## config.mk

```make
export PLATFORM = sky130hd
export DESIGN_NAME = fcfl_cfg
export DESIGN_NICKNAME = d
export VERILOG_FILES = /design/src/rtl/fixed_cell_free_list_allocator_top_assert.svh /design/src/rtl/fcfl_pkg.sv /design/src/rtl/fcfl_cfg.sv
export SDC_FILE = /design/constraint.sdc
export NUM_CORES = 1
export LEC_CHECK = 0
export BUFFER_PORTS_ARGS = -buffer_cell sky130_fd_sc_hd__buf_2
export CAP_MARGIN = 20
export CORE_MARGIN = 2
export CORE_UTILIZATION = 43
export CTS_BUF_LIST = sky130_fd_sc_hd__clkbuf_4 sky130_fd_sc_hd__clkbuf_8
export DETAILED_ROUTE_END_ITERATION = 8
export GPL_TIMING_DRIVEN = 0
export PLACE_DENSITY = 0.87
export SKIP_LAST_GASP = 1
export SLEW_MARGIN = 40
export SYNTH_ARGS = -nofsm -noshare
export SYNTH_HDL_FRONTEND = slang
export SYNTH_SLANG_ARGS = --single-unit
```

## constraint.sdc

```tcl
create_clock -name clk -period 1.8 [get_ports clk]
set_clock_uncertainty 0.1 [all_clocks]
set_input_delay 0.36 -clock clk [delete_from_list [all_inputs] [get_ports clk]]
set_output_delay 0.36 -clock clk [all_outputs]
set_load 0.02 [all_outputs]
```

## src/rtl/fixed_cell_free_list_allocator_top_assert.svh

```systemverilog
// Assertion macros for the free-list allocator. Each macro expects clk and
// rst_n to be visible in the module that uses it.
`ifndef FIXED_CELL_FREE_LIST_ALLOCATOR_TOP_ASSERT_SVH
`define FIXED_CELL_FREE_LIST_ALLOCATOR_TOP_ASSERT_SVH

// Consequent must hold in the same cycle as the antecedent.
`define FCFL_CHECK(label, ante, cons, msg) \
    label: assert property (@(posedge clk) disable iff (!rst_n) (ante) |-> (cons)) \
        else $error(msg);

// Consequent must hold in the cycle after the antecedent.
`define FCFL_CHECK_NEXT(label, ante, cons, msg) \
    label: assert property (@(posedge clk) disable iff (!rst_n) (ante) |=> (cons)) \
        else $error(msg);

`endif

```

## src/rtl/fcfl_pkg.sv

```systemverilog
package fcfl_pkg;

    localparam int MAX_CELLS = 1024;
    localparam int CELL_W    = $clog2(MAX_CELLS);
    localparam int CNT_W     = $clog2(MAX_CELLS + 1);
    localparam int ELEM_W    = 13;
    localparam int BLK_W     = 9;
    localparam int OFFS_W    = 22;
    localparam int STAT_W    = 2;
    localparam int PADDR_W   = 3;
    localparam int PDATA_W   = 32;

    // Operation codes.
    localparam logic OP_ALLOC = 1'b0;
    localparam logic OP_FREE  = 1'b1;

    // Result status codes.
    localparam logic [STAT_W-1:0] STAT_OK      = 2'd0;
    localparam logic [STAT_W-1:0] STAT_OOM     = 2'd1;
    localparam logic [STAT_W-1:0] STAT_BADFREE = 2'd2;

    // Register indexes, taken from paddr[2].
    localparam logic REG_ELEM_SIZE   = 1'b0;
    localparam logic REG_BLOCK_CELLS = 1'b1;

    localparam logic [ELEM_W-1:0] ELEM_SIZE_RST   = 13'd8;
    localparam logic [BLK_W-1:0]  BLOCK_CELLS_RST = 9'd16;

    typedef struct packed {
        logic [ELEM_W-1:0] elem_size;
        logic [BLK_W-1:0]  block_cells;
    } cfg_t;

    typedef struct packed {
        logic [CELL_W-1:0] grant_idx;
        logic [STAT_W-1:0] status;
        logic              grew;
        logic [CNT_W-1:0]  live;
        logic [CNT_W-1:0]  free;
        logic [CNT_W-1:0]  blocks;
    } alloc_res_t;

endpackage

```

## src/rtl/fcfl_cfg.sv

```systemverilog
module fcfl_cfg (
    input  logic                          clk,
    input  logic                          rst_n,
    input  logic                          psel,
    input  logic                          penable,
    input  logic                          pwrite,
    input  logic [fcfl_pkg::PADDR_W-1:0]  paddr,
    input  logic [fcfl_pkg::PDATA_W-1:0]  pwdata,
    output logic [fcfl_pkg::PDATA_W-1:0]  prdata,
    output logic                          pready,
    output fcfl_pkg::cfg_t                cfg
);

    import fcfl_pkg::*;

    logic [ELEM_W-1:0] elem_reg, elem_next;
    logic [BLK_W-1:0]  blk_reg, blk_next;
    logic              wr_en;
    logic              reg_idx;

    assign wr_en   = psel & penable & pwrite;
    assign reg_idx = paddr[2];

    always_comb
    begin
        elem_next = elem_reg;
        blk_next  = blk_reg;
        prdata    = '0;
        unique case (reg_idx)
            REG_ELEM_SIZE:
            begin
                prdata = {{(PDATA_W-ELEM_W){1'b0}}, elem_reg};
                if (wr_en)
                begin
                    elem_next = pwdata[ELEM_W-1:0];
                end
            end
            REG_BLOCK_CELLS:
            begin
                prdata = {{(PDATA_W-BLK_W){1'b0}}, blk_reg};
                if (wr_en)
                begin
                    blk_next = pwdata[BLK_W-1:0];
                end
            end
            default:
            begin
                prdata = '0;
            end
        endcase
    end

    always_ff @(posedge clk or negedge rst_n)
    begin
        if (!rst_n)
        begin
            elem_reg <= ELEM_SIZE_RST;
            blk_reg  <= BLOCK_CELLS_RST;
        end
        else
        begin
            elem_reg <= elem_next;
            blk_reg  <= blk_next;
        end
    end

    assign pready          = 1'b1;
    assign cfg.elem_size   = elem_reg;
    assign cfg.block_cells = blk_reg;

endmodule

```

== Word level (Yosys, flattened, before mapping) ==
Cells that the tools add are included.
Storage, ports and cells
  input bits: 40
  register bits: 22
  logic and storage cells: 8
Operators by class
  multiplexer cells: 1
  bitwise logic cells: 3
  reductions and logical operators: 2
Operators with widths (number)
  $pmux W32 S2: 1
  $reduce_and A2 Y1: 2
  $and A1 B1 Y1: 2
  $not A1 Y1: 1

== Depth between registers and ports, before layout ==
Gate-level depths: netlist (run 1).
  word-level depth: 3
  gate-level depth with buffers: 4
  mapped depth without buffers: 2

== Worst setup path before layout (run 1) ==
Ideal clock, no wire load.
  kind: input to output
  from: input port paddr[2] (netlist name)
  to: output port prdata[3] (netlist name)
  stages: 3
  slack: 0.296 ns
  arrival: 1.044 ns
  cell sequence: buf_6 buf_2 mux2_2
Between the ends
  cells in the longest elaborated chain, start to end: 2
RTL lines
  from (decl): line fcfl_cfg.sv:7  | input logic [fcfl_pkg::PADDR_W-1:0] paddr,
  $not A1 Y1
  $pmux W32 S2 (*): line fcfl_cfg.sv:29  | unique case (reg_idx)
  to (decl): line fcfl_cfg.sv:9  | output logic [fcfl_pkg::PDATA_W-1:0] prdata,
Mark *: on every way between the ends. The rest lies on a longest branch, timed or not. The select of a mux whose other input is x is not followed.

== Worst setup path in the final report (run 1) ==
Same ends and word-level chain as after synthesis.

==> qor.yml, run 1 <==
wire_per_inst_um: 11.5
die_w_um: 56.5
fin_setup_tns_ps: 0
status: "finished clean"
final.fill_count: 235
dpl.hpwl_mm: 1.72
peakVddDrop_mv: 0.732
met1_length_um: 897
grt_max_degree: 23
clock_power_share_pct: 14.7
report.power.total_uw: 1640
insertion_delay_ps: 300
highest_layer: "met4"
cts_tree: "done"
fmaxAchievable_mhz: 591
async_reset_ff_share_pct: 100
crit_family: "buffers and inverters"
cts.sinks: 22
synthXorXnorAreaFrac_pct: 0
ys.warnings.count: 0
route.final.wire_length_mm: 2.18
worst_hold_path_type: "primary input to register"
crit_buf_inv: 3
hold_buffers: 1
slew_violations: 0
drc_errors: 0
period_minus_slack_ps: 1690
post-route-period-util_pct: 94.1
final_nets: 200
largest_reg_flops: 13
antennaDiodeCount: 0
die_height_um: 56.5
ys_types: 11
synth_area_leader_cell: "dfrtp_1"
combPwrFrac_pct: 43.5
cts-root-buf: "clkbuf_4"
syn_to_final_growth_pct: 34.3
worstPathArrival_ps: 1230
end_kind: "primary output"
cellPowerDensity_mw_per_mm2: 1030
dr.pass1.iters: 2
synthAdderAreaFrac_pct: 0
synth_commonest_cells: "21 x mux2_2, 20 x buf_4, 20 x dfrtp_1, 10 x mux2_4, 4 x nor2b_1"
grt_pass1_wl_mm: 3.70
dr_wl_met2_mm: 1.02
worstPathCellList: "buf_6 > buf_2 > mux2_2 > buf_2"
synthSimpleGateAreaFrac_pct: 5.17
wl_met3_um: 243
leakage_uw: 0.000903
dr.first_iter.drc_count: 8
synth_top_family_by_area: "multiplexers"
clockBufferDepth: 2
synth_top_area_share_pct: 42.2
io_buffers: 52
routed_via_density: 4.35
required_ps: 1340
syn_area_mm2: 0.00119
syn_area_per_cell_um2: 14.1
boundaryPins: 95
whs_ps: 180
p_sw_uw: 608
seq_area_frac_synth_pct: 46.6
start_util_pct: 44.2
ctsResizeCount: 0
drtAntennaViolNets: 0
synthCells: 84
critPathKind: "primary input to primary output"
finalCoreUtilization_pct: 59.3
finalHoldViolations: 0
crit_slowest_cell: "mux2_2"
grt_usage_pct: 14.9
max_stage_delay_ps: 370
drive_gt1_share_pct: 71.7
netSwitchingFraction_pct: 37.1
vias: 827
post-cts-setup-buffers: 0
worstPathMaxFanout: 10
rsz0062_at_grt: "no"
die-area_mm2: 0.00319
power.internal_uw: 1030
synth.area.top_cells: "dfrtp_1 42%, mux2_2 20%, buf_4 13%"
synthFlopType: "dfrtp_1"
antenna_found_initial: 0
synth_compound_area_share_pct: 0
rows: 19
core-area_mm2: 0.00269
cts.htree.levels: 1
clkTransAtPathRegs_ps: 120
setup_violations: 0
cpMostUsedCell: "buf_2"
muxShareOfSynthArea_pct: 32.6
ys_ff_latch: 22
cts-buffers-inserted: 3
cap_viol_max_count: 0
pwr-share-seq_pct: 41.8
synth_edf_count: 0
worstSetupStartpointType: "primary input"
grt-ovfl-total: 0
grt_pass1_vias: 797
synth.most_common_cell: "mux2_2"
place_congestion: 0.660
## placed cells by master (no fill, tap or decap)
cell type / n
buf_2: 53
dlygate4sd3_1: 1
buf_6: 2
mux2_2: 21
conb_1: 20
buf_4: 20
dfrtp_1: 20
mux2_4: 10
dfstp_2: 2
nor2b_1: 4
clkbuf_4: 4
nand4_2: 1
nand4b_4: 1
## power by group through the flow
stage	sequential (uW)	combinational (uW)	clock, uW
after floorplan	826	356	0
after global placement	684	707	0
after detailed placement	697	717	0
after CTS	688	720	256
after global routing	707	757	277
final	685	712	241
## final cells by class
class	instances	area [um^2]	share of cell area, %
sequential	22	553	34.7
multi-input combinational	57	523	32.8
timing repair buffer	53	270	17.0
buffer	23	178	11.2
tap	31	38.8	2.44
clock buffer	4	30.0	1.89
## metrics by stage
| stage | instances | setup slack (ps) | instance area (um^2) |
|---|---|---|---|
| floorplan | 102 | 296 | 1250 |
| global placement | 185 | 105 | 1550 |
| detailed placement | 185 | 94.8 | 1550 |
| CTS | 190 | 90.3 | 1590 |
| global route | 190 | 49.7 | 1590 |
| finish | 190 | 107 | 1590 |
## cells by family after synthesis
kind of cell           Yosys count
and+or+nand+nor                  6
muxes                           31
other                            2
DFF                             22
buffers and inverters           23
## path summary, 6_finish.rpt
kind	startpoint	cells after the start	slack [ps]	to
max	paddr[2]	4	110	prdata[3]
min	pwdata[10]	2	180	elem_reg[10]
max reg2reg	elem_reg[8]	1	920	elem_reg[8]
min reg2reg	blk_reg[2]	1	440	blk_reg[2]
max in group asynchronous	rst_n	2	800	elem_reg[3]
min in group asynchronous	rst_n	2	450	elem_reg[6]
## metal layers
layer | vias up | global-route usage, %
met4 | 0 | 5.10
met1 | 374 | 18.7
met2 | 53 | 25.6
met3 | 2 | 2.76
li1 | 398 | -
met5 | - | 0
Note: power is estimated with default switching activity, not from simulation.
==> run 2: changes to the inputs <==
Settings changed: ABC_AREA from default to 1, CORE_UTILIZATION 43 to 29, PLACE_DENSITY 0.87 to default.
==> run 2 against run 1 <==
  * Worst setup slack gained 99 ps
  * Cell area grew 3.8%
  * Critical endpoint is now prdata[4]
  * Highest routed layer unchanged
  * Synthesized area grew 1.5%
  * Synthesized cell count grew 89%
  * Register-to-register slack gained 70 ps
  * Die area grew 47%
==> qor.yml, run 2 <==
syn_to_final_growth_pct: 37.4
ys_ff_latch: 22  # unchanged
dr.pass1.iters: 4  # +2
largest_reg_flops: 13  # unchanged
fin_setup_tns_ps: 0  # unchanged
async_reset_ff_share_pct: 100  # unchanged
final_nets: 275  # +38%
worstPathMaxFanout: 10  # unchanged
critPathKind: "primary input to primary output"
insertion_delay_ps: 260  # -40 ps
grt_pass1_vias: 888  # +11%
syn_area_per_cell_um2: 7.57  # -46%
status: "finished clean"
seq_area_frac_synth_pct: 45.9  # -0.68 points
drtAntennaViolNets: 0  # unchanged
required_ps: 1340  # about the same
synthSimpleGateAreaFrac_pct: 35.4  # +30 points
die-area_mm2: 0.00468  # +47%
grt_usage_pct: 12.9  # -2.1 points
io_buffers: 52  # unchanged
synth.area.top_cells: "dfrtp_1 42%, nand2_1 22%, buf_4 14%"
cts.htree.levels: 1  # unchanged
synthXorXnorAreaFrac_pct: 0  # unchanged
grt_max_degree: 23  # unchanged
final_common_cell: "nand2_1"
drive_gt1_share_pct: 38.9  # -33 points
synthAdderAreaFrac_pct: 0  # unchanged
synth_edf_count: 0  # unchanged
route.final.wire_length_mm: 2.99  # +37%
routed_via_density: 3.96  # -9.0%
synthFlopType: "dfrtp_1"
worstSetupStartpointType: "primary input"
clockBufferDepth: 2  # unchanged
rows: 23  # +4
ys.warnings.count: 0  # unchanged
cap_viol_max_count: 0  # unchanged
synth.most_common_cell: "nand2_1"
die_w_um: 68.4  # +21%
synth_top_area_share_pct: 41.6  # -0.61 points
synth_top_family_by_area: "simple AND/OR/NAND/NOR gates"
regArea_um2: 553  # unchanged
dpl.hpwl_mm: 2.24  # +30%
synth_compound_area_share_pct: 0  # unchanged
setup_violations: 0  # unchanged
whs_ps: 221  # +41.5 ps
die_height_um: 68.4  # +21%
synthCells: 159  # +89%
cts_tree: "done"
leakage_uw: 0.00104  # +15%
fmaxAchievable_mhz: 627  # +6.2%
slew_violations: 0  # unchanged
antennaDiodeCount: 0  # unchanged
boundaryPins: 95  # unchanged
peakVddDrop_mv: 0.448  # -39%
muxShareOfSynthArea_pct: 0  # -33 points
core-area_mm2: 0.00400  # +49%
grt-ovfl-total: 0  # unchanged
rsz0062_at_grt: "no"
period_minus_slack_ps: 1590  # -99.0 ps
worst_hold_path_type: "primary input to register"
cts-buffers-inserted: 3  # unchanged
place_congestion: 0.725  # +9.8%
synth_commonest_cells: "72 x nand2_1, 22 x buf_4, 22 x nand3_1, 20 x dfrtp_1, 5 x buf_2"
start_util_pct: 30.1  # -14 points
antenna_found_initial: 0  # unchanged
grt_pass1_wl_mm: 4.42  # +20%
ys_types: 13  # +2
vias: 1125  # +36%
mostFrequentLayoutCells: "72 x nand2_1, 57 x buf_2, 22 x buf_4, 22 x nand3_1"
cellPowerDensity_mw_per_mm2: 952  # -7.5%
post-route-period-util_pct: 88.6  # -5.5 points
worstPathArrival_ps: 1130  # -100 ps
syn_area_mm2: 0.00120  # +1.5%
wire_per_inst_um: 10.5  # -8.1%
cts.sinks: 22  # unchanged
clkTransAtPathRegs_ps: 80  # -40 ps
final.fill_count: 437  # +86%
cts-root-buf: "clkbuf_8"
synth_area_leader_cell: "dfrtp_1"
drc_errors: 0  # unchanged
end_kind: "primary output"
finalHoldViolations: 0  # unchanged
dr.first_iter.drc_count: 41  # +33
multi_input_area_um2: 502  # -4.1%
[run 2: final cells by class]
cell class                      instances  area share [%]
Tap cell                               50            3.78
Multi-Input combinational cell        121            30.3
Clock buffer                            4            2.95
Inverter                                6            1.36
Buffer                                 28            11.8
Sequential cell                        22            33.4
Timing Repair Buffer                   53            16.3
[run 2: metrics by stage]
stage / setup WS (ps) / total power [uW] / cells / cell area (um^2) / utilization (%)
3_3_place_gp: 2.59 / 1260 / 279 / 1590 / 39.8
3_5_place_dp: 31.8 / 1260 / 279 / 1590 / 39.8
4_1_cts: 31.8 / 1590 / 284 / 1650 / 41.3
2_1_floorplan: 332 / 1060 / 177 / 1270 / -
5_1_grt: 105 / 1680 / 284 / 1650 / 41.4
6_report: 206 / 1570 / 284 / 1650 / 41.4
[run 2: critical path, stage by stage]
cell and delay [ps]:
buf_2 140, inv_2 90, buf_2 250, nand2_1 80, nand2_1 60, buf_2 150
[run 2: where the power goes]
group	leakage, uW	internal [uW]	total (uW)	switching [uW]
clock	0.0000262	173	326	154
combinational	0.000744	202	585	383
sequential	0.000273	593	663	69.9
total	0.00104	968	1570	607
[run 2: what timing repair did]
action | in CTS | in global routing
endpoints found under the setup margin | 0 | 6
hold buffers | 1 | 0
buffers inserted | 0 | 0
gates resized for setup | 0 | 2
hold endpoints to repair | 20 | 0
[run 2: layer usage]
metal  GRT usage (%)  share of wire (%)  vias up
li1                -                  -      601
met3            1.97                6.2        2
met1            17.2                 44      487
met5               0                  0        -
met4            3.75               0.44        0
met2            21.3                 49       35
[run 2: worst paths after layout]
| kind | slack (ps) | depth (start not counted) | to | from |
|---|---|---|---|---|
| max reg2reg | 990 | 2 | elem_reg[3] | elem_reg[3] |
| max in group asynchronous | 750 | 2 | blk_reg[4] | rst_n |
| max | 210 | 6 | prdata[4] | paddr[2] |
| min reg2reg | 380 | 2 | blk_reg[4] | blk_reg[4] |
| min | 220 | 3 | elem_reg[3] | pwdata[3] |
| min in group asynchronous | 490 | 2 | elem_reg[7] | rst_n |
[run 2: logic make-up (layout without fill, tap and decap cells)]
logic type | after synthesis | after routing
buffers and inverters | 34 | 91
flip-flops | 22 | 22
other | 2 | 20
AND/OR/NAND/NOR | 101 | 101
